**config.mk**
```make
export PLATFORM = sky130hd
export DESIGN_NAME = hfd_post
export DESIGN_NICKNAME = d
export VERILOG_FILES = /design/src/sv/hfd_pkg.sv /design/src/sv/hfd_post.sv
export SDC_FILE = /design/constraint.sdc
export NUM_CORES = 1
export LEC_CHECK = 0
export ABC_CLOCK_PERIOD_IN_PS = 2300
export BUFFER_PORTS_ARGS = -buffer_cell sky130_fd_sc_hd__clkbuf_2
export CORE_MARGIN = 2
export CORE_UTILIZATION = 37
export CTS_BUF_LIST = sky130_fd_sc_hd__clkbuf_8 sky130_fd_sc_hd__clkbuf_16
export CTS_CLUSTER_DIAMETER = 60
export DETAILED_ROUTE_END_ITERATION = 16
export PLACE_DENSITY = 0.92
export RECOVER_POWER = 100
export SYNTH_ARGS = -nofsm -noshare
export SYNTH_HDL_FRONTEND = slang
export SYNTH_SLANG_ARGS = --single-unit
```
**constraint.sdc**
```tcl
create_clock -name clk -period 2.3 [get_ports clk]
set_input_delay 0.115 -clock clk [delete_from_list [all_inputs] [get_ports clk]]
set_output_delay 0.115 -clock clk [all_outputs]
set_load 0.005 [all_outputs]
```
**src/sv/hfd_pkg.sv**
```systemverilog
// Shared types, constants and the arctangent table for the heading core.
// Used by every module of the heading_from_displacement_core block.
`timescale 1ns / 1ps

package hfd_pkg;

    // Default configuration.
    localparam int COORD_WIDTH_DEF   = 24;
    localparam int CORDIC_STAGES_DEF = 20;

    // Rotation datapath: displacement is scaled so its top sits near bit 60.
    localparam int SCALE_TOP = 60;
    localparam int XW        = 64;

    // Angle accumulator, signed, 1/65536 degree.
    localparam int ZW     = 26;
    localparam int FOLD_W = ZW - 1;
    localparam logic signed [ZW-1:0] QUARTER_Z   = ZW'(5898240);
    localparam logic signed [ZW-1:0] FULL_TURN_Z = ZW'(23592960);

    // Output heading, 1/256 degree.
    localparam int HEAD_W   = 17;
    localparam int DROP_W   = 8;
    localparam logic [FOLD_W-1:0] ROUND_HALF     = FOLD_W'(128);
    localparam logic [HEAD_W-1:0] FULL_TURN_HEAD = HEAD_W'(92160);

    localparam int ATAN_IDX_W = 5;

    typedef struct packed {
        logic signed [XW-1:0] x;
        logic signed [XW-1:0] y;
        logic signed [ZW-1:0] z;
        logic                 zero;
    } rot_t;

    // atan(2^-i) in degrees times 65536, rounded to nearest.
    function automatic logic signed [ZW-1:0] atan_deg(input logic [ATAN_IDX_W-1:0] idx);
        logic signed [ZW-1:0] val;
        begin
            case (idx)
                5'd0:    val = ZW'(2949120);
                5'd1:    val = ZW'(1740967);
                5'd2:    val = ZW'(919879);
                5'd3:    val = ZW'(466945);
                5'd4:    val = ZW'(234379);
                5'd5:    val = ZW'(117304);
                5'd6:    val = ZW'(58666);
                5'd7:    val = ZW'(29335);
                5'd8:    val = ZW'(14668);
                5'd9:    val = ZW'(7334);
                5'd10:   val = ZW'(3667);
                5'd11:   val = ZW'(1833);
                5'd12:   val = ZW'(917);
                5'd13:   val = ZW'(458);
                5'd14:   val = ZW'(229);
                5'd15:   val = ZW'(115);
                5'd16:   val = ZW'(57);
                5'd17:   val = ZW'(29);
                5'd18:   val = ZW'(14);
                5'd19:   val = ZW'(7);
                5'd20:   val = ZW'(4);
                5'd21:   val = ZW'(2);
                5'd22:   val = ZW'(1);
                default: val = '0;
            endcase
            return val;
        end
    endfunction

endpackage

```
**src/sv/hfd_post.sv**
```systemverilog
// Back end of the heading core: wrap to a full turn, then round to 1/256 degree.
// Two register stages, the second is the output register; depends on hfd_pkg.
`timescale 1ns / 1ps

module hfd_post
    import hfd_pkg::*;
(
    input  logic              clk,
    input  logic              rst_n,
    input  logic              up_valid,
    input  rot_t              up_data,
    output logic              rdy,
    input  logic              dn_stall,
    output logic              dn_valid,
    output logic [HEAD_W-1:0] heading
);

    logic                     fold_valid_reg;
    logic [FOLD_W-1:0]        fold_reg;
    logic [FOLD_W-1:0]        fold_next;
    logic signed [ZW-1:0]     z_wrap;
    logic                     out_valid_reg;
    logic [HEAD_W-1:0]        head_reg;
    logic [HEAD_W-1:0]        head_next;
    logic [FOLD_W-1:0]        rounded;
    logic [HEAD_W-1:0]        head_raw;
    logic                     rdy_b;

    assign rdy_b = !out_valid_reg || !dn_stall;
    assign rdy   = !fold_valid_reg || rdy_b;

    // Negative angles move up by a full turn; a zero displacement reads as zero.
    always_comb
    begin
        z_wrap = up_data.z;
        if (up_data.z[ZW-1])
        begin
            z_wrap = up_data.z + FULL_TURN_Z;
        end
        if (up_data.zero || z_wrap[ZW-1])
        begin
            fold_next = '0;
        end
        else
        begin
            fold_next = z_wrap[FOLD_W-1:0];
        end
    end

    assign rounded  = fold_reg + ROUND_HALF;
    assign head_raw = rounded[FOLD_W-1:DROP_W];

    always_comb
    begin
        if (head_raw >= FULL_TURN_HEAD)
        begin
            head_next = head_raw - FULL_TURN_HEAD;
        end
        else
        begin
            head_next = head_raw;
        end
    end

    always_ff @(posedge clk or negedge rst_n)
    begin
        if (!rst_n)
        begin
            fold_valid_reg <= 1'b0;
            out_valid_reg  <= 1'b0;
        end
        else
        begin
            if (rdy)
            begin
                fold_valid_reg <= up_valid;
            end
            if (rdy_b)
            begin
                out_valid_reg <= fold_valid_reg;
            end
        end
    end

    always_ff @(posedge clk)
    begin
        if (rdy && up_valid)
        begin
            fold_reg <= fold_next;
        end
        if (rdy_b && fold_valid_reg)
        begin
            head_reg <= head_next;
        end
    end

    assign dn_valid = out_valid_reg;
    assign heading  = head_reg;

endmodule
```
## Word level (Yosys, flattened, before mapping)

Cells that the tools add are included.

- Reduce and logical (&&, ||, !) cells: 8
- Muxes and demuxes: 2
- Add/subtract/negate cells: 3
- Order comparisons: 1

Operators with widths:

| kind | count |
|---|---|
| adder 26 bit, second input constant | 1 |
| two-way mux 26 bit | 1 |
| adder 25 x 8 -> 25 bit, second input constant | 1 |
| greater-or-equal comparator 17 bit, second input constant | 1 |
| two-way mux 17 bit | 1 |
| subtractor 17 bit, second input constant | 1 |
| zero test 1 bit | 3 |
| logical OR 1 bit | 3 |
| logical AND 1 bit | 2 |

- Input bits: 159
- Register bits: 44
- Output and inout port bits: 19
- Logic and storage cells: 18

## Depth between registers and ports, before layout

- Depth after elaboration: 4
- Depth in mapped cells: 7
- Gate-level depth less buffers: 7

## Worst setup path before layout

Ideal clock, no wire load.

- Path kind: register to register
- Start: register out_valid_reg (netlist: dn_valid)
- End: register head_reg[0] (netlist: heading[0]) (enable)
- Setup slack: 0.167 ns
- Clock period less this slack: 2.133 ns
- Cell stages (with the launch flop): 2
- Required time: 1.883 ns
- Data arrival time: 1.716 ns
- Setup time: 0.417 ns
- Buffers on the path: 0
- Cells stage by stage: dfrtp_1 a21boi_0

- Cells in the longest elaborated chain, start to end: 3

RTL lines:

| item | line | text |
|---|---|---|
| start: declaration | hfd_post.sv:22 | `logic out_valid_reg;` |
| start signal: assignment | hfd_post.sv:80 | `out_valid_reg <= fold_valid_reg;` |
| zero test 1 bit | hfd_post.sv:29 | `assign rdy_b = !out_valid_reg \|\| !dn_stall;` |
| logical OR 1 bit | hfd_post.sv:29 |  |
| logical AND 1 bit | hfd_post.sv:91 | `if (rdy_b && fold_valid_reg)` |
| end signal: assignment | hfd_post.sv:93 | `head_reg <= head_next;` |
| end: declaration | hfd_post.sv:23 | `logic [HEAD_W-1:0] head_reg;` |

Every way passes these cells.
A chain may end at the register's enable or synchronous reset.

## Final worst setup path

- Start: register fold_reg[7]
- End: register head_reg[12] (netlist: heading[12]), data pin

- Cells in the longest elaborated chain, start to end: 3
- Elaborated cells on any way between the ends: 4
- Those cells by class: add/sub (2); order compare (1); mux (1)

RTL lines:

| item | line | text |
|---|---|---|
| start: declaration | hfd_post.sv:19 | `logic [FOLD_W-1:0] fold_reg;` |
| start signal: assignment | hfd_post.sv:89 | `fold_reg <= fold_next;` |
| adder 25 x 8 -> 25 bit (*) | hfd_post.sv:50 | `assign rounded = fold_reg + ROUND_HALF;` |
| subtractor 17 bit / greater-or-equal comparator 17 bit (equally long branches) | hfd_post.sv:57, hfd_post.sv:55 |  |
| two-way mux 17 bit (*) | hfd_post.sv:55 | `if (head_raw >= FULL_TURN_HEAD)` |
| via head_next[12] | hfd_post.sv:24 | `logic [HEAD_W-1:0] head_next;` |

Mark *: on every way through the listed nets, which the timed path passes. The rest lies on a longest branch.

==> results by group <==
Clock tree
  – # resized after CTS: 0
  – CTS Sinks: 37
  – Worst-path clk slew: 70 ps
  – Clk buf depth: 2
  – H-tree depth: 2
  – Num CTS Buffers: 5
  – CTS tree: built
  – Worst skew pair latency: around 290 ps
  – Clock Root Buffer: clkbuf_8

Finish
  – Area Growth Syn to Fin: 19.7%
  – Fin cells: between 200 and 300
  – Post-Route Utilization: 0.452
  – Ant diodes: 0
  – Max reg flops: 18
  – Nets: 363
  – Ratio of cells with drive above 1 in the final layout: 0.227
  – Fillers: 499
  – Post-route cell area: between 2000 and 2500 sq um

Timing
  – RSZ-0062 raised after global routing: yes
  – Setup TNS: 0 ps
  – Clock skew: roughly 8.1 ps
  – Worst hold slack: ~30 ps
  – Slew @ Worst Pin: about 1100 ps
  – Relative slew slack: 0.294
  – Final Hold Fails: 0
  – Min cycle time layout: between 2000 and 2500 ps
  – Tcrit/Tclk final: 0.928
  – Slew Limit Fails: 0
  – Peak Freq: approximately 470 MHz
  – Final setup viols: 0

Setup path
  – CP endpoint kind: flop
  – Critical path arrival: 2170 ps
  – Critical-path cell list: ha_1 -> nand4_2 -> nor4_2 -> xor2_2 -> clkbuf_2 -> o211a_1 -> o22ai_1
  – CP max stage cell: nor4_2
  – Critical Path End: heading[12]
  – Reg-to-Reg End: heading[12]
  – Critical Path RT: around 2300 ps
  – Max FO, Critical Path: 6
  – Worst Setup SP: fold_reg[7]
  – R2R Setup Slk: 170 ps
  – Worst R2R Start: fold_reg[7]
  – CP Launch Type: flop
  – Critical Path Max Stage Delay: ~410 ps
  – Worst r2r path cells: 7
  – Kind of critical path: reg -> reg

Logic synthesis
  – Synthesized net count: about 310
  – Syn avg cell area: about 12 sq um
  – Netlist cell types: 37
  – Synth Cell Area: 1890 sq um
  – Largest cells by area after synthesis: edfxtp_1 (56%), xnor2_1 (6.5%), and2_1 (4.6%)
  – Yosys reg bits: 37
  – Asr flop ratio synth: 0.0541
  – Ys flop type: edfxtp_1
  – Yosys top cell area share: 0.555
  – Number of synthesized flops with an enable pin: 35
  – Synth area leader: edfxtp_1
  – Seq/Total Area, Yosys: 0.582
  – Top-count cell post-synth: edfxtp_1
  – Synth warn: 0
  – Synthesized instance count: between 150 and 200
  – Post-synth top cells: edfxtp_1 (35), and2_1 (14), xnor2_1 (14), nor2_1 (12), nand2_1 (11)

Flow run
  – Max_cap viols: 0

Floorplanning
  – # IOs: 178
  – DIE HEIGHT: approximately 76 um
  – Die area: ~5700 sq um
  – Core area: around 5000 sq um
  – FP Rows: 26
  – Die Span X: between 70 and 80 um
  – Starting Density: 0.378

Detailed routing
  – DRT Wirelength: a little over 3000 um
  – Wire length per cell: approximately 11 um
  – Antenna Violating Nets Remaining: 0
  – Drt drc: 0
  – DR pass1 iterations: 4
  – Via/cell ratio: between 4 and 5
  – Via count: 1240
  – 1st-iter DRT viols: 32

Power
  – Lkg Pwr: 0.846 nW
  – Worst VDD drop: approximately 0.28 mV
  – Power Dens Cells: about 640 nW/um^2

Place
  – Hpwl dp: about 2400 um
  – Post-DP Area: 2180 sq um
  – Final GP Congestion: a little over 0.8
  – Count of buffers from port buffering: between 40 and 50
  – Placed Cells: 262

Status
  – Status: complete, no violations

GRT
  – Largest net degree at the start of global routing: 19
  – Global route overflow: 0
  – GRT Util Overall: 0.125
  – Initial antenna violation count: 0
  – First-pass GRT wire length: 5280 um
  – Vias in the first global route: ~1200

Min path
  – Min-delay worst type: in -> reg
## layout by cell type (no fill, tap or decap), drive strengths merged, types with 9 or more instances in the layout
| cell | instances |
|---|---|
| clkbuf | 49 |
| edfxtp | 35 |
| xnor2 | 14 |
| and2 | 14 |
| nor2 | 12 |
| nand2 | 11 |
| xor2 | 9 |
## cell type report
| class | instances | area (sq um) | area share |
|---|---|---|---|
| multi-input combinational | 107 | 758 | 0.335 |
| sequential | 37 | 1100 | 0.486 |
| inverter | 5 | 18.8 | 0.00828 |
| timing repair buffer | 46 | 218 | 0.0961 |
| clock buffer | 5 | 68.8 | 0.0304 |
| tap | 70 | 87.6 | 0.0387 |
| clock inverter | 3 | 13.8 | 0.00607 |
## cells by family after synthesis
group,count (synthesis),share of synthesized area
AND/OR/NAND/NOR,65,0.204
flip-flops,37,0.582
XOR/XNOR,23,0.110
AO/OA/AOI/OAI,15,0.0628
buffers and inverters,9,0.0178
multiplexers,2,0.0106
adder cells (fa/ha/maj),2,0.0132
## stage by stage
| stage | setup slack (ps) | power (W) |
|---|---|---|
| after CTS | 94.6 | 0.00146 |
| final | 166 | 0.00144 |
| after detailed placement | 128 | 0.00105 |
| after floorplan | 167 | 0.000972 |
| after global routing | -2.92 | 0.00152 |
| after global placement | 204 | 0.00104 |
## repair_timing
action | 4_1_cts | 5_1_grt
hold buffers | 1 | 0
setup buffers | 0 | 2
endpoints found under the hold margin | 2 | 0
endpoints found under the setup margin | 0 | 3
## critical path, delay by kind of cell, from the launching register on
kind	cells	cell delay, ps
buffers and inverters	1	180
AOI/OAI and AO/OA	2	240
DFF	1	380
adders and majority gates	1	230
xor gates and xnor gates	1	190
and+or+nand+nor	2	640
## worst min path at each step
stage / slack, ps / end / startpoint / cells after the start
finish: 30 / fold_valid_reg / up_valid / 2
global placement: -100 / dn_valid / rst_n / 1
global route: 60 / fold_valid_reg / up_valid / 2
detailed placement: -100 / fold_valid_reg / rst_n / 1
CTS: 30 / fold_valid_reg / up_valid / 2
floorplan: -180 / dn_valid / rst_n / 0
## routing by layer
metal	wire length, um	global-route usage
met1	1210	0.141
met2	1510	0.208
met3	258	0.0410
met4	71	0.0721
met5	0	0
## power by group
part	internal [W]	total (W)	switching, W
Combinational	0.0000842	0.000182	0.0000977
Clock	0.000205	0.000411	0.000206
Sequential	0.000810	0.000850	0.0000397
Note: power is estimated with default switching activity, not from simulation.
