[src/sv/hfd_pkg.sv]
// Shared types, constants and the arctangent table for the heading core.
// Used by every module of the heading_from_displacement_core block.
`timescale 1ns / 1ps

package hfd_pkg;

    // Default configuration.
    localparam int COORD_WIDTH_DEF   = 24;
    localparam int CORDIC_STAGES_DEF = 20;

    // Rotation datapath: displacement is scaled so its top sits near bit 60.
    localparam int SCALE_TOP = 60;
    localparam int XW        = 64;

    // Angle accumulator, signed, 1/65536 degree.
    localparam int ZW     = 26;
    localparam int FOLD_W = ZW - 1;
    localparam logic signed [ZW-1:0] QUARTER_Z   = ZW'(5898240);
    localparam logic signed [ZW-1:0] FULL_TURN_Z = ZW'(23592960);

    // Output heading, 1/256 degree.
    localparam int HEAD_W   = 17;
    localparam int DROP_W   = 8;
    localparam logic [FOLD_W-1:0] ROUND_HALF     = FOLD_W'(128);
    localparam logic [HEAD_W-1:0] FULL_TURN_HEAD = HEAD_W'(92160);

    localparam int ATAN_IDX_W = 5;

    typedef struct packed {
        logic signed [XW-1:0] x;
        logic signed [XW-1:0] y;
        logic signed [ZW-1:0] z;
        logic                 zero;
    } rot_t;

    // atan(2^-i) in degrees times 65536, rounded to nearest.
    function automatic logic signed [ZW-1:0] atan_deg(input logic [ATAN_IDX_W-1:0] idx);
        logic signed [ZW-1:0] val;
        begin
            case (idx)
                5'd0:    val = ZW'(2949120);
                5'd1:    val = ZW'(1740967);
                5'd2:    val = ZW'(919879);
                5'd3:    val = ZW'(466945);
                5'd4:    val = ZW'(234379);
                5'd5:    val = ZW'(117304);
                5'd6:    val = ZW'(58666);
                5'd7:    val = ZW'(29335);
                5'd8:    val = ZW'(14668);
                5'd9:    val = ZW'(7334);
                5'd10:   val = ZW'(3667);
                5'd11:   val = ZW'(1833);
                5'd12:   val = ZW'(917);
                5'd13:   val = ZW'(458);
                5'd14:   val = ZW'(229);
                5'd15:   val = ZW'(115);
                5'd16:   val = ZW'(57);
                5'd17:   val = ZW'(29);
                5'd18:   val = ZW'(14);
                5'd19:   val = ZW'(7);
                5'd20:   val = ZW'(4);
                5'd21:   val = ZW'(2);
                5'd22:   val = ZW'(1);
                default: val = '0;
            endcase
            return val;
        end
    endfunction

endpackage

[src/sv/hfd_cordic_stage.sv]
// One vectoring CORDIC iteration with its own register stage.
// Depends on hfd_pkg for the rotation type and the arctangent table.
`timescale 1ns / 1ps

module hfd_cordic_stage
    import hfd_pkg::*;
#(
    parameter int STAGE_IDX = 0
)
(
    input  logic clk,
    input  logic rst_n,
    input  logic up_valid,
    input  rot_t up_data,
    output logic rdy,
    input  logic dn_rdy,
    output logic dn_valid,
    output rot_t dn_data
);

    localparam logic signed [ZW-1:0] STEP_ANGLE = atan_deg(ATAN_IDX_W'(STAGE_IDX));

    logic                 valid_reg;
    rot_t                 data_reg;
    rot_t                 data_next;
    logic signed [XW-1:0] xs;
    logic signed [XW-1:0] ys;

    assign rdy = !valid_reg || dn_rdy;

    assign xs = up_data.x >>> STAGE_IDX;
    assign ys = up_data.y >>> STAGE_IDX;

    // Rotate toward the x axis: clockwise while y is not negative.
    always_comb
    begin
        data_next.zero = up_data.zero;
        if (!up_data.y[XW-1])
        begin
            data_next.x = up_data.x + ys;
            data_next.y = up_data.y - xs;
            data_next.z = up_data.z + STEP_ANGLE;
        end
        else
        begin
            data_next.x = up_data.x - ys;
            data_next.y = up_data.y + xs;
            data_next.z = up_data.z - STEP_ANGLE;
        end
    end

    always_ff @(posedge clk or negedge rst_n)
    begin
        if (!rst_n)
        begin
            valid_reg <= 1'b0;
        end
        else if (rdy)
        begin
            valid_reg <= up_valid;
        end
    end

    always_ff @(posedge clk)
    begin
        if (rdy && up_valid)
        begin
            data_reg <= data_next;
        end
    end

    assign dn_valid = valid_reg;
    assign dn_data  = data_reg;

endmodule

[config.mk]
export PLATFORM = sky130hd
export DESIGN_NAME = hfd_cordic_stage
export DESIGN_NICKNAME = d
export VERILOG_FILES = /design/src/sv/hfd_pkg.sv /design/src/sv/hfd_cordic_stage.sv
export SDC_FILE = /design/constraint.sdc
export NUM_CORES = 1
export LEC_CHECK = 0
export BUFFER_PORTS_ARGS = -buffer_cell sky130_fd_sc_hd__clkbuf_2
export CAP_MARGIN = 5
export CORE_MARGIN = 3
export CORE_UTILIZATION = 29
export DETAILED_ROUTE_END_ITERATION = 10
export PLACE_DENSITY = 0.43
export SYNTH_ARGS = -nofsm -noshare
export SYNTH_HDL_FRONTEND = slang
export SYNTH_SLANG_ARGS = --single-unit
[constraint.sdc]
create_clock -name clk -period 5.1 [get_ports clk]
set_clock_uncertainty 0.05 [all_clocks]
set_input_delay 1.02 -clock clk [delete_from_list [all_inputs] [get_ports clk]]
set_output_delay 1.02 -clock clk [all_outputs]
set_load 0.02 [all_outputs]
# Yosys cells after proc, flatten, opt, wreduce, memory -nomap -nowiden
# Index checks and enable logic that the tools add are counted.
[word_totals]
input_bits = 159
out_inout_bits = 157
regBits = 156
wordCells = 14
[classes]
mux = 1
n_reduce_logical = 3
addsub = 5
[op_table]
columns = ["operator", "count"]
rows = [
  ["$mux 154", 1],
  ["$sub 64x64->64", 2],
  ["$add 64x64->64", 1],
  ["$add 26x23->26 const B", 1],
  ["$sub 26x23->26 const B", 1],
  ["$logic_and 1x1->1", 1],
  ["$logic_not 1->1", 1],
  ["$logic_or 1x1->1", 1],
]

# Longest topological paths before layout
[logic_depth]
word_depth = 3
mapped_depth = 13
mapped_depth_nobuf = 13

# Least setup slack after synthesis
# OpenSTA, ideal clock, no wires.
[synth_path]
path_kind = "input to register"
from = "input dn_rdy"
to = "register data_reg, in the netlist dn_data[0], enable pin"
path_stages = 2
required_time_ns = 4.518
slack_ns = -0.327
n_path_buf = 0
setup_ns = 0.532
t_arrival_ns = 4.845
path_cell_list = "nand2b_1 -> and2_1"
[synth_via]
elab_chain_len = 2
[synth_lines]
columns = ["item", "line", "source"]
rows = [
  ["start: declaration", "hfd_cordic_stage.sv:16", "input logic dn_rdy,"],
  ["$logic_or 1x1->1", "hfd_cordic_stage.sv:29", "assign rdy = !valid_reg || dn_rdy;"],
  ["$logic_and 1x1->1", "hfd_cordic_stage.sv:66", "if (rdy && up_valid)"],
  ["end signal: assignment", "hfd_cordic_stage.sv:68", "data_reg <= data_next;"],
  ["end: declaration", "hfd_cordic_stage.sv:24", "rot_t data_reg;"],
]
# No other way between the ends.
# A chain may end at the register's enable or synchronous reset.

==> out/results.txt <==
The run finished with clean final reports. Along the worst path, the maximum fanout reaches 6. The logs give 0.270 for the fraction of the yosys area taken by sequential cells and 17 for the number of CTS-inserted buffers. The internal portion of total power was 3.11 mW; the count of filler cells inserted in the layout was 6218. The post-detailed-route wirelength per cell was 22.3 um; the maximum vdd ir drop was 296 uV.

For the mapped cell area, the log shows 17200 um2. The initial cell density of the core was 0.296; the hold violation count in the final report was 0. The multi-input logic area is 11400 um2. Row generation in the floorplan step produced 88 rows. Tracing the worst setup path back leads to its startpoint at up_data[27].

For the sequential share of power, the log shows 0.314. In this run the horizontal extent of the chip is 250 um. The relative max-transition margin is 0.407, and the register bit total from synthesis is 155.

Data on the critical path is required at its endpoint by 5.30 ns. The finished layout holds 3239 standard cells, fillers aside. The Yosys step of the flow raised 0 warnings.

The fraction of layout instances using a drive strength above 1 was 0.194. The portion of the clock cycle consumed by the worst path in the final layout was 0.865. STA classifies the critical path startpoint as an input pin.

Number of library cell types mapped by synthesis: 80. The height of the chip came out at 250 um. Main flop type after synthesis: sky130_fd_sc_hd__edfxtp_1. The number of enable flip-flop cells after synthesis came out at 154. For the worst setup path, the data arrival time is 4.61 ns. The number of detailed-routing iterations run before antenna repair was 6; the clock transition at the registers of the reported paths was 0.08 ns. The classification of the worst setup path was input pin to flop. The total power per unit cell area was 256 nW/um2. The number of nets in the layout is 2838. Setup repair after global routing left no endpoint under its margin. Of all cell types, the one taking the most synthesized area is sky130_fd_sc_hd__edfxtp_1. The ratio of routed vias to standard cells is 5.41.

The tools report the post-CTS resize count as 0. The run gives 0.438 as the combinational share of power. The fraction of synthesized cell area taken by the top area cell type was 0.269; the slew at the pin with the worst max-slew slack was 0.889 ns. The worst register-to-register path begins at dn_valid$_DFFE_PN0N_. Routability-driven placement finished with a final weighted congestion of 0.910.

Number of global-route vias before repair: 17300. The run gives 109000 um as the first-pass GRT wire length. The worst register-to-register path has a depth of 3. The endpoint identified for the worst register-to-register timing path is dn_data[71]$_DFFE_PP_. The area growth from synthesis to layout is 20.7%. Share of total power in the clock network: 0.248.

The share of async-settable or async-resettable flops after synthesis was 0.00645; the cell count after synthesis was 2110. For the accumulated negative setup slack, the log shows 0 ns. The kind of end point of the critical path is a flop. The routed via count came out at 17500. The cell sitting at the root of the clock tree is a sky130_fd_sc_hd__clkbuf_16. Total power for the finished layout comes to 5.32 mW.

In this run the deepest clock path goes through 2 buffers. Averaged over all synthesized cells, the footprint is 8.16 um2. Summed over all layers, the global routing overflow is 0. Switching part of the total: 0.416.

After detailed placement, the design holds a cell count of 3207. On the final layout, the worst hold slack is 0.240 ns. The area of the die came out at 62300 um2.

For this block, the routed nets add up to 72300 um of wire. The number of sinks driven by the clock tree is 155. The logs give 20800 um2 for the post-layout instance area and 0.226 for the total routing usage reported by global routing. The number of levels the H-tree was split into was 4. By area the synthesized netlist is led by sky130_fd_sc_hd__edfxtp_1, sky130_fd_sc_hd__ha_1, sky130_fd_sc_hd__a21oi_1. The worst register-to-register path has a setup slack of 2.82 ns. The initial antenna violation count came out at 0. At the later pin of the worst-skew pair, clock insertion delay measures 0.49 ns. Detailed placement finished with a half-perimeter wire length of 59100 um. The total I/O pin count is 316, and the net switching component of the power is 2.21 mW. Buffers placed on the I/O ports in this run total 315. Entering global routing, the biggest net connects 66 pins.

TritonCTS built the clock tree. In this run the cell area measured after placement is 20200 um2. The logs give 0 for the diode insertion count for antenna repair and 0 for the number of pins with negative max-slew slack in the final report. The detailed router finished its first iteration with 1742 violations. For the remaining antenna violation count, the log shows 0. The tools report the leakage power as 9.13 nW.

After detailed routing, the number of remaining DRC violations is 0. In this run, post-CTS hold repair placed 0 buffers. Synthesis produced a netlist with a net count of 2487. The clock period could shrink to 4.41 ns.

In the final layout, flip-flops and latches occupy 4650 um2. For the placeable core region, the log shows 58200 um2. The min-delay analysis places its worst path in the category input pin to async pin.

The tool flagged a number of max-cap violations equal to 0. For the number of setup violations in the final report, the log shows 0. The post-CTS setup buffer count was 0. For this run, the top clock speed supported by timing is 227 MHz.
[placed cells by master (no fill, tap or decap), types with 9 or more instances in the layout]
cell type	Yosys	final
sky130_fd_sc_hd__buf_4	1	106
sky130_fd_sc_hd__or3_1	17	17
sky130_fd_sc_hd__a21oi_1	283	283
sky130_fd_sc_hd__o31a_1	10	10
sky130_fd_sc_hd__nor4_1	22	22
sky130_fd_sc_hd__a31oi_1	19	19
sky130_fd_sc_hd__nand4_1	38	38
sky130_fd_sc_hd__a211oi_1	26	26
sky130_fd_sc_hd__nand2b_1	17	17
sky130_fd_sc_hd__o31ai_1	22	22
sky130_fd_sc_hd__edfxtp_1	154	154
sky130_fd_sc_hd__xor2_1	12	12
sky130_fd_sc_hd__nor2_1	160	160
sky130_fd_sc_hd__or2_2	11	11
sky130_fd_sc_hd__inv_1	201	200
sky130_fd_sc_hd__mux2i_1	29	29
sky130_fd_sc_hd__xnor2_1	120	120
sky130_fd_sc_hd__clkbuf_16	0	17
sky130_fd_sc_hd__nor2b_1	27	27
sky130_fd_sc_hd__nand3_1	35	35
sky130_fd_sc_hd__o2111ai_1	9	9
sky130_fd_sc_hd__a21o_1	48	48
sky130_fd_sc_hd__nand2_1	117	117
sky130_fd_sc_hd__nor3_1	42	42
sky130_fd_sc_hd__o21ai_0	158	158
sky130_fd_sc_hd__clkbuf_2	0	314
sky130_fd_sc_hd__o211ai_1	16	16
sky130_fd_sc_hd__o21bai_1	60	60
sky130_fd_sc_hd__o21a_1	25	25
sky130_fd_sc_hd__ha_1	214	214
[power groups by stage]
stage / sequential (mW) / combinational, mW / clock, mW
after floorplan: 1.87 / 1.23 / 0
after global placement: 1.70 / 2.31 / 0
after detailed placement: 1.70 / 2.29 / 0
after CTS: 1.67 / 2.31 / 1.39
after global routing: 1.68 / 2.52 / 1.42
final: 1.67 / 2.33 / 1.32
[cell type report]
class | instances | area share
Multi-Input combinational cell | 1659 | 0.551
Inverter | 207 | 0.0375
Timing Repair Buffer | 421 | 0.115
Clock inverter | 15 | 0.00662
Tap cell | 765 | 0.0461
Clock buffer | 17 | 0.0205
Sequential cell | 155 | 0.224
[through the flow]
step	utilization	worst slack [ns]
finish	0.357	0.688
global route	0.357	0.383
CTS	0.357	0.776
detailed placement	0.347	0.240
global placement	0.347	0.283
floorplan	-	1.02
[critical path, stage by stage]
cell and delay (ns):
sky130_fd_sc_hd__clkbuf_2 0.11, sky130_fd_sc_hd__ha_1 0.24, sky130_fd_sc_hd__fa_1 0.42, sky130_fd_sc_hd__nor2b_1 0.18, sky130_fd_sc_hd__o311ai_1 0.26, sky130_fd_sc_hd__buf_4 0.19
sky130_fd_sc_hd__nor2b_1 0.20, sky130_fd_sc_hd__o21ai_1 0.26, sky130_fd_sc_hd__a211o_1 0.39, sky130_fd_sc_hd__a21oi_1 0.31, sky130_fd_sc_hd__o21ai_1 0.20, sky130_fd_sc_hd__a311oi_2 0.45
sky130_fd_sc_hd__o21ai_0 0.19, sky130_fd_sc_hd__xnor2_1 0.18
[Yosys cell counts (all sizes together), types with 29 or more instances]
| master | n |
|---|---|
| nor3 | 42 |
| xnor2 | 120 |
| mux2i | 29 |
| nand2 | 117 |
| a21o | 48 |
| buf | 34 |
| nand3 | 35 |
| nand4 | 38 |
| edfxtp | 154 |
| a21oi | 284 |
| o21bai | 60 |
| nor2 | 160 |
| clkbuf | 55 |
| ha | 214 |
| inv | 201 |
| o21ai | 163 |
[how the worst max path moves through the flow]
stage / slack (ns) / to / cells past startpoint
2_1_floorplan: 1.02 / dn_data[149]$_DFFE_PP_ / 12
6_report: 0.69 / dn_data[145]$_DFFE_PP_ / 14
5_1_grt: 0.38 / dn_data[75]$_DFFE_PP_ / 14
3_3_place_gp: 0.28 / dn_data[75]$_DFFE_PP_ / 14
3_5_place_dp: 0.24 / dn_data[145]$_DFFE_PP_ / 14
4_1_cts: 0.78 / dn_data[75]$_DFFE_PP_ / 14
[cell families (layout without fill, tap and decap cells)]
logic type	after synthesis	in the layout	share of synthesized area
AO/OA/AOI/OAI	766	766	0.276
AND/OR/NAND/NOR	513	513	0.143
buffers and inverters	296	660	0.0654
adder cells (fa/ha/maj)	218	218	0.160
flip-flops	155	155	0.270
XOR/XNOR	132	132	0.0671
multiplexers	30	30	0.0182
[state kept, by name, summed over array words and instances, names as in the netlist]
signal	flops
dn_data	154
dn_valid	1
[metal layers]
metal	share of wire	track usage
met5	0	0
met4	0.022	0.0627
met3	0.063	0.0395
met2	0.46	0.363
met1	0.46	0.313
(Power assumes the default switching activity.)
