File: src/sv/hfd_pkg.sv
// Shared types, constants and the arctangent table for the heading core.
// Used by every module of the heading_from_displacement_core block.
`timescale 1ns / 1ps

package hfd_pkg;

    // Default configuration.
    localparam int COORD_WIDTH_DEF   = 24;
    localparam int CORDIC_STAGES_DEF = 20;

    // Rotation datapath: displacement is scaled so its top sits near bit 60.
    localparam int SCALE_TOP = 60;
    localparam int XW        = 64;

    // Angle accumulator, signed, 1/65536 degree.
    localparam int ZW     = 26;
    localparam int FOLD_W = ZW - 1;
    localparam logic signed [ZW-1:0] QUARTER_Z   = ZW'(5898240);
    localparam logic signed [ZW-1:0] FULL_TURN_Z = ZW'(23592960);

    // Output heading, 1/256 degree.
    localparam int HEAD_W   = 17;
    localparam int DROP_W   = 8;
    localparam logic [FOLD_W-1:0] ROUND_HALF     = FOLD_W'(128);
    localparam logic [HEAD_W-1:0] FULL_TURN_HEAD = HEAD_W'(92160);

    localparam int ATAN_IDX_W = 5;

    typedef struct packed {
        logic signed [XW-1:0] x;
        logic signed [XW-1:0] y;
        logic signed [ZW-1:0] z;
        logic                 zero;
    } rot_t;

    // atan(2^-i) in degrees times 65536, rounded to nearest.
    function automatic logic signed [ZW-1:0] atan_deg(input logic [ATAN_IDX_W-1:0] idx);
        logic signed [ZW-1:0] val;
        begin
            case (idx)
                5'd0:    val = ZW'(2949120);
                5'd1:    val = ZW'(1740967);
                5'd2:    val = ZW'(919879);
                5'd3:    val = ZW'(466945);
                5'd4:    val = ZW'(234379);
                5'd5:    val = ZW'(117304);
                5'd6:    val = ZW'(58666);
                5'd7:    val = ZW'(29335);
                5'd8:    val = ZW'(14668);
                5'd9:    val = ZW'(7334);
                5'd10:   val = ZW'(3667);
                5'd11:   val = ZW'(1833);
                5'd12:   val = ZW'(917);
                5'd13:   val = ZW'(458);
                5'd14:   val = ZW'(229);
                5'd15:   val = ZW'(115);
                5'd16:   val = ZW'(57);
                5'd17:   val = ZW'(29);
                5'd18:   val = ZW'(14);
                5'd19:   val = ZW'(7);
                5'd20:   val = ZW'(4);
                5'd21:   val = ZW'(2);
                5'd22:   val = ZW'(1);
                default: val = '0;
            endcase
            return val;
        end
    endfunction

endpackage

File: src/sv/hfd_prep.sv
// Front end of the heading core: displacement, then quadrant fold and scaling.
// Two register stages; depends on hfd_pkg.
`timescale 1ns / 1ps

module hfd_prep
    import hfd_pkg::*;
#(
    parameter int COORD_WIDTH = COORD_WIDTH_DEF
)
(
    input  logic                          clk,
    input  logic                          rst_n,
    input  logic                          up_valid,
    input  logic signed [COORD_WIDTH-1:0] cur_x,
    input  logic signed [COORD_WIDTH-1:0] cur_y,
    input  logic signed [COORD_WIDTH-1:0] prev_x,
    input  logic signed [COORD_WIDTH-1:0] prev_y,
    output logic                          rdy,
    input  logic                          dn_rdy,
    output logic                          dn_valid,
    output rot_t                          dn_data
);

    localparam int DW       = COORD_WIDTH + 1;
    localparam int PRESHIFT = SCALE_TOP - COORD_WIDTH;

    logic                 diff_valid_reg;
    logic signed [DW-1:0] dx_reg;
    logic signed [DW-1:0] dy_reg;
    logic signed [DW-1:0] dx_next;
    logic signed [DW-1:0] dy_next;
    logic                 rot_valid_reg;
    rot_t                 rot_reg;
    rot_t                 rot_next;
    logic                 rdy_b;
    logic signed [DW-1:0] px;
    logic signed [DW-1:0] py;

    // A stage takes a new beat when it is empty or its successor moves.
    assign rdy_b = !rot_valid_reg || dn_rdy;
    assign rdy   = !diff_valid_reg || rdy_b;

    assign dx_next = {cur_x[COORD_WIDTH-1], cur_x} - {prev_x[COORD_WIDTH-1], prev_x};
    assign dy_next = {cur_y[COORD_WIDTH-1], cur_y} - {prev_y[COORD_WIDTH-1], prev_y};

    // Turn a vector in the left half plane by a quarter so that x is not negative.
    always_comb
    begin
        px         = dx_reg;
        py         = dy_reg;
        rot_next.z = '0;
        if (dx_reg[DW-1])
        begin
            if (!dy_reg[DW-1])
            begin
                px         = dy_reg;
                py         = -dx_reg;
                rot_next.z = QUARTER_Z;
            end
            else
            begin
                px         = -dy_reg;
                py         = dx_reg;
                rot_next.z = -QUARTER_Z;
            end
        end
        rot_next.x    = {{(XW-DW){px[DW-1]}}, px} <<< PRESHIFT;
        rot_next.y    = {{(XW-DW){py[DW-1]}}, py} <<< PRESHIFT;
        rot_next.zero = (dx_reg == '0) && (dy_reg == '0);
    end

    always_ff @(posedge clk or negedge rst_n)
    begin
        if (!rst_n)
        begin
            diff_valid_reg <= 1'b0;
            rot_valid_reg  <= 1'b0;
        end
        else
        begin
            if (rdy)
            begin
                diff_valid_reg <= up_valid;
            end
            if (rdy_b)
            begin
                rot_valid_reg <= diff_valid_reg;
            end
        end
    end

    always_ff @(posedge clk)
    begin
        if (rdy && up_valid)
        begin
            dx_reg <= dx_next;
            dy_reg <= dy_next;
        end
        if (rdy_b && diff_valid_reg)
        begin
            rot_reg <= rot_next;
        end
    end

    assign dn_valid = rot_valid_reg;
    assign dn_data  = rot_reg;

endmodule

File: config.mk
export PLATFORM = sky130hd
export DESIGN_NAME = hfd_prep
export DESIGN_NICKNAME = d
export VERILOG_FILES = /design/src/sv/hfd_pkg.sv /design/src/sv/hfd_prep.sv
export SDC_FILE = /design/constraint.sdc
export NUM_CORES = 1
export LEC_CHECK = 0
export ABC_AREA = 1
export BUFFER_PORTS_ARGS = -buffer_cell sky130_fd_sc_hd__buf_2
export CORE_MARGIN = 2
export CORE_UTILIZATION = 41
export DETAILED_ROUTE_END_ITERATION = 12
export PLACE_DENSITY = 0.75
export SYNTH_ARGS = -nofsm -noshare
export SYNTH_HDL_FRONTEND = slang
export SYNTH_SLANG_ARGS = --single-unit
File: constraint.sdc
create_clock -name clk -period 4.6 [get_ports clk]
set_input_delay 0.92 -clock clk [delete_from_list [all_inputs] [get_ports clk]]
set_output_delay 0.92 -clock clk [all_outputs]
set_load 0.01 [all_outputs]
# == Word-level counts from Yosys, hierarchy flattened ==
# Index checks and enable logic that the tools add are counted.
# op_classes
add_sub_neg,4
n_mux,5
reduce_logical,9
# op_table
cell,n
$mux 25,4
$logic_not 25->1,2
$neg 25->25,2
$sub 24x24->25,2
$mux 26,1
$logic_and 1x1->1,3
$logic_not 1->1,2
$logic_or 1x1->1,2
# word_totals
regBits,129
inputBits,100

# == Logic depth before layout (Yosys ltp) ==
# Gate-level depths: netlist of the first run.
# logic_depth
ltp_word,4
depth_mapped,12
depth_no_buf,12

# == Least setup slack after synthesis of the first run ==
# No wires, ideal clock.
# synth_timing
path_type,in2reg
from,in dn_rdy
to,reg rot_reg (netlist bit dn_data[0]) (enable)
setup_ns,0.484
t_arrival_ns,3.596
path_slack_ns,0.520
path_stages,2
path_buffers,0
cell_sequence,inv_1 -> a21oi_1
# synth_via
elab_chain_len,2
# synth_rtl
element,line,text
start: declaration,hfd_prep.sv:19,"input logic dn_rdy,"
$logic_or 1x1->1,hfd_prep.sv:40,assign rdy_b = !rot_valid_reg || dn_rdy;
$logic_and 1x1->1,hfd_prep.sv:99,if (rdy_b && diff_valid_reg)
end signal: assignment,hfd_prep.sv:101,rot_reg <= rot_next;
end: declaration,hfd_prep.sv:33,rot_t rot_reg;
# Every way passes these cells.
# A chain may end at the register's enable or synchronous reset.

# == Final worst setup path of the first run ==
# layout_timing
from,in dn_rdy
to,out rdy
# layout_via
elab_chain_len,2
# layout_rtl
element,line,text
$logic_or 1x1->1,hfd_prep.sv:40,
$logic_or 1x1->1,hfd_prep.sv:41,assign rdy = !diff_valid_reg || rdy_b;
end: declaration,hfd_prep.sv:18,"output logic rdy,"
# Every way passes these cells.

==> flow_summary_export.csv, run 1 <==
group,metric,value,unit
clocking,clk_pin_slew,0.07,ns
synth,synthTopCellsByCount,"440 x nand2_1, 226 x inv_1, 115 x nor2_1",
synth,synth_top_cells_by_area,"edfxtp_1 33%, nand2_1 18%, inv_1 9.1%",
setup_path,cp_common_cell,"buf_2",
setup_path,rrSetupSlack,2.44,ns
setup_path,worst_ep_arrival_time,1.40,ns
setup_path,crit_path_cell_trace,"buf_2 -> inv_1 -> nand3_1 -> buf_2",
route,via_count,8482,
timing,period_share,50.5,%
setup_path,reg2reg_from,"dy_reg[24]",
synth,async_flop_share,1.89,%
clocking,cts_sinks,106,
timing,drv_slew,0,
synth,ys_types,37,
grt,grt-ovfl-total,0,
timing,finalCriticalPeriod,2.32,ns
setup_path,endpoint_kind,"output pin",
synth,synth-seq-cells,106,
synth,syn-cell-area,0.00936,mm^2
setup_path,cp_slowest_cell,"buf_2",
setup_path,critical_path_required,3.68,ns
clocking,cts_max_path_buffers,2,
clocking,cts_tree,"done",
die,num_io_pins,257,
power,vdd_drop_max,193,uV
synth,synth_compound_area_share,6.11,%
synth,yosysTopAreaCell,"edfxtp_1",
setup_path,path_class,"in2out",
timing,tns,0,ns
power,leakage,0.00556,uW
clocking,cts_buffers,9,
die,die_x,155,um
cells_and_area,syn_to_final_growth,10.9,%
cells_and_area,fin_area,0.0104,mm^2
grt,grt_pass1_wl,36.7,mm
route,drtIter0Drc,668,
setup_path,r2r_cells,8,
clocking,insertion_delay,0.36,ns
cells_and_area,multiInputGateArea,0.00482,mm^2
placement,gp_congestion,0.958,
timing,skew,0.00716,ns
route,wl_per_cell,12.9,um
synth,synth_ff_type,"edfxtp_1",
timing,fmax,0.430,GHz
route,firstDrtPassIters,5,
setup_path,rr_endpoint,"dn_data[78]",
cells_and_area,antenna_cells,0,
placement,placed_cell_area,0.0101,mm^2
cells_and_area,drive_above_1_share,13.3,%
synth,avgSynthCellArea,6.92,um^2
flow_run,maxCapViolCount,0,
grt,grt_max_degree,55,
timing,rsz0062_at_grt,"no",
synth,synth-simple-area-share,31.0,%
placement,io_buffers,167,
synth,synthMostInstantiatedCell,"nand2_1",
synth,netlist.area_leader.share,33.4,%
cells_and_area,regArea,0.00317,mm^2
clocking,cts_root_buf,"clkbuf_16",
status,status,"completed",
synth,synth-edff-count,104,
clocking,ctsHoldBuffers,0,
synth,ys_seq_area_share,33.9,%
route,drtAntennaViolNets,0,
route,wl,23.2,mm
timing,slew_headroom,54.2,%
synth,syn_inst,1352,
synth,synth_top_family_by_area,"simple AND/OR/NAND/NOR gates",
cells_and_area,fill_cells,2225,
setup_path,start_kind,"primary input",
worst_hold_path,hold_path_class,"in2async",
setup_path,endpoint,"rdy",
clocking,postCtsResizedCells,0,
grt,grt.total_usage,19.0,%
setup_path,cp-startpoint,"dn_rdy",
cells_and_area,largest_reg_flops,54,
die,initial_core_util,41.6,%
setup_path,slowest_delay,0.16,ns
die,rows,55,
synth,synthMuxAreaShare,0,%
cells_and_area,fin_nets,1656,
clocking,cts_setup_buffers,0,
timing,worstMarginPinSlew,0.686,ns
route,drc,0,
placement,place_hpwl,19.2,mm
timing,hold_viol_final,0,
cells_and_area,post-route-util,46.1,%
synth,synth-adder-area-share,7.11,%
route,viasPerCell,4.73,
synth,synthXorXnorAreaFrac,3.65,%
clocking,h-tree-depth,3,
setup_path,cp_max_fo,3,
power,powerDensity,308,mW/mm^2
grt,antenna_found_initial,0,
timing,setup_viol,0,
synth,synth-warning-count,0,
die,die_h,155,um
die,core,0.0225,mm^2
grt,grt_pass1_vias,7458,
die,dieArea,0.0241,mm^2
-- critical path, delay by kind of cell --
kind,cells,cell delay [ns]
buffers and inverters,3,0.36
AND/OR/NAND/NOR,1,0.12
-- area by class of cell --
| class | instances | area share (%) |
|---|---|---|
| Multi-Input combinational cell | 988 | 46.5 |
| Sequential cell | 106 | 30.6 |
| Timing Repair Buffer | 171 | 8.34 |
| Inverter | 228 | 8.25 |
| Tap cell | 285 | 3.44 |
| Clock buffer | 9 | 2.17 |
| Clock inverter | 7 | 0.748 |
-- report_power, final --
part	internal, uW	switching, uW
Combinational	354	703
Sequential	1260	99.4
Clock	426	347
-- placed cells by master (no fill, tap or decap), types with 22 or more instances in the layout --
cell	n
nand2_1	440
inv_1	225
buf_2	167
nor2_1	115
edfxtp_1	104
nand3_1	99
conb_1	89
ha_1	50
o21ai_0	45
a21oi_1	38
xor2_1	31
nand4_1	22
-- cell families after synthesis --
group,count (synthesis)
AND/OR/NAND/NOR,704
other,1
XOR/XNOR,39
buffers and inverters,346
flip-flops,106
AO/OA/AOI/OAI,104
adder cells (fa/ha/maj),52
-- routing by layer --
layer	GRT usage (%)	routed length [um]
met1	27.7	11100
met2	29.7	10100
met3	2.26	1450
met4	5.73	484
met5	0	0
-- through the flow --
stage,total power [uW],cells,setup WS (ns),hold slack [ns]
global placement,2410,1778,1.99,0.493
floorplan,2150,1440,0.520,0.424
detailed placement,2430,1778,1.96,0.516
global route,3400,1794,2.12,0.321
finish,3190,1794,2.28,0.328
CTS,3200,1794,2.28,0.322
-- worst min path at each step --
stage | to | slack [ns] | cells past startpoint
after floorplan | dn_data[18] | 0.42 | 0
after global placement | dn_valid | 0.49 | 2
after detailed placement | dn_valid | 0.52 | 2
after CTS | diff_valid_reg | 0.32 | 1
after global routing | diff_valid_reg | 0.32 | 1
final | diff_valid_reg | 0.33 | 1
Note: power is estimated with default switching activity, not from simulation.
==> run 2: changes to the inputs <==
PLACE_DENSITY = 0.78   (was 0.75)
clock period = 2 ns   (was 4.6 ns; I/O delays follow)
==> run 2 against run 1 <==
Global-route usage is 0.38 points higher. Wire length up 1.5%. Worst setup slack lost 2.2 ns. Total power rose by 130%. Clock power grew 110%. Final cell count increased by 2.7%. Combinational power increased by 140%. Die area did not move. First-iteration DRC count down 13%. Flip-flop and latch count unchanged. Sequential power increased by 130%. Critical path type is now reg2reg. Critical endpoint is now dn_data[78]. Largest cell class unchanged.
==> flow_summary_export.csv, run 2 (synthesized netlist as in run 1, its figures left out) <==
group,metric,value,unit
status,status,"completed",
timing,slew_headroom,58.8,%
clocking,cts_tree,"done",
setup_path,start_kind,"register",
cells_and_area,fill_cells,2239,
cells_and_area,final_common_cell,"nand2_1",
clocking,h-tree-depth,3,
route,drc,0,
grt,grt_pass1_vias,7779,
timing,finalCriticalPeriod,1.88,ns
cells_and_area,fin_nets,1704,
setup_path,cp_max_fo,11,
clocking,cts_buffers,9,
timing,period_share,94.2,%
setup_path,crit_buf_inv,0,
setup_path,crit_path_cell_trace,"nor2_2 -> nand2_1 -> nand2_1 -> nand2_2 -> nor2_4 -> nand3_1 -> nand3_1 -> o21ai_0",
placement,pre_cts_slack,-0.0711,ns
cells_and_area,layout_common_cells,"440 x nand2_1, 223 x inv_1, 167 x buf_2, 114 x nor2_1, 104 x edfxtp_1",
setup_path,slowest_delay,0.49,ns
route,drtAntennaViolNets,0,
power,vdd_drop_max,427,uV
die,num_io_pins,257,
placement,io_buffers,167,
die,core,0.0225,mm^2
setup_path,critical_path_required,2.05,ns
route,viasPerCell,4.72,
route,via_count,8686,
power,leakage,0.00579,uW
flow_run,maxCapViolCount,0,
route,drtIter0Drc,582,
die,initial_core_util,41.6,%
die,rows,55,
grt,grt_pass1_wl,37.8,mm
route,firstDrtPassIters,5,
placement,gp_congestion,0.920,
worst_hold_path,min_to,"diff_valid_reg",
timing,tns,0,ns
timing,fin_ws,0.116,ns
clocking,cts_root_buf,"clkbuf_16",
cells_and_area,post-route-util,47.8,%
setup_path,endpoint_kind,"register",
placement,place_hpwl,19.7,mm
grt,antenna_found_initial,0,
setup_path,path_delay_family,"simple AND/OR/NAND/NOR gates",
route,wl_per_cell,12.8,um
worst_hold_path,hold_depth,3,
timing,hold_viol_final,0,
grt,grt-ovfl-total,0,
die,dieArea,0.0241,mm^2
setup_path,cp.depth,8,
setup_path,path_class,"reg2reg",
timing,skew,0.0127,ns
power,powerDensity,685,mW/mm^2
clocking,cts_max_path_buffers,2,
timing,worstMarginPinSlew,0.618,ns
setup_path,rr_endpoint,"dn_data[78]",
setup_path,reg2reg_from,"dx_reg[3]",
cells_and_area,largest_reg_flops,54,
worst_hold_path,hold_path_class,"in2reg",
clocking,insertion_delay,0.36,ns
route,wl,23.5,mm
cells_and_area,antenna_cells,0,
setup_path,rrSetupSlack,0.12,ns
clocking,clk_pin_slew,0.07,ns
grt,grt.total_usage,19.4,%
timing,setup_viol,0,
worst_hold_path,holdCritStartpoint,"up_valid",
setup_path,worst_ep_arrival_time,1.94,ns
setup_path,r2r_cells,8,
grt,grt_max_degree,55,
die,die_h,155,um
cells_and_area,drive_above_1_share,16.1,%
die,die_x,155,um
clocking,cts_sinks,106,
timing,drv_slew,0,
timing,fmax,0.531,GHz
setup_path,cp_slowest_cell,"edfxtp_1",
cells_and_area,syn_to_final_growth,14.9,%
-- run 2: timing repair --
action	4_1_cts	5_1_grt
hold endpoints to repair	2	0
hold buffers	1	0
endpoints found under the setup margin	0	8
resized for setup	0	6
setup buffers	0	1
-- run 2: worst max path at each step --
stage,to,startpoint,slack [ns]
2_1_floorplan,dx_reg[0],dn_rdy,0.06
5_1_grt,dn_data[78],dx_reg[3],-0.009
3_3_place_gp,dx_reg[16],cur_x[0],-0.03
3_5_place_dp,dx_reg[20],cur_x[17],-0.07
4_1_cts,dn_data[81],dx_reg[0],0.05
6_report,dn_data[78],dx_reg[3],0.12
-- run 2: power by group --
| group | switching, uW | internal [uW] | total [uW] |
|---|---|---|---|
| sequential | 237 | 2910 | 3140 |
| clock | 797 | 850 | 1650 |
| combinational | 1640 | 941 | 2580 |
-- run 2: final cells by class --
cell class / count / area [um^2] / area share (%)
clock buffers: 9 / 225 / 2.09
clock inverters: 7 / 51.3 / 0.477
inverters: 228 / 860 / 7.99
multi-input cells: 988 / 4840 / 45.0
flip-flops and latches: 106 / 3170 / 29.5
well taps: 285 / 357 / 3.31
repair buffers: 219 / 1250 / 11.7
-- run 2: worst min-delay path, cell delays in order --
cell and delay (ns):
buf_2 0.08, nand2_1 0.09, nand2_1 0.07
-- run 2: metrics by stage --
stage	cell area (um^2)	hold WS [ns]	instances	power (uW)
detailed placement	10400	0.189	1824	5730
finish	10800	0.323	1842	7370
global route	10800	0.336	1842	7850
global placement	10400	0.185	1824	5680
CTS	10700	0.324	1841	7370
floorplan	9710	0.104	1440	4940
-- run 2: routing by layer --
layer  wire length, um  vias to the layer above  global-route usage (%)
li1                  -                     4486                       -
met1             11100                     3859                    27.9
met4               550                        0                    6.75
met2             10400                      306                    30.7
met5                 0                        -                       0
met3              1450                       35                    1.73
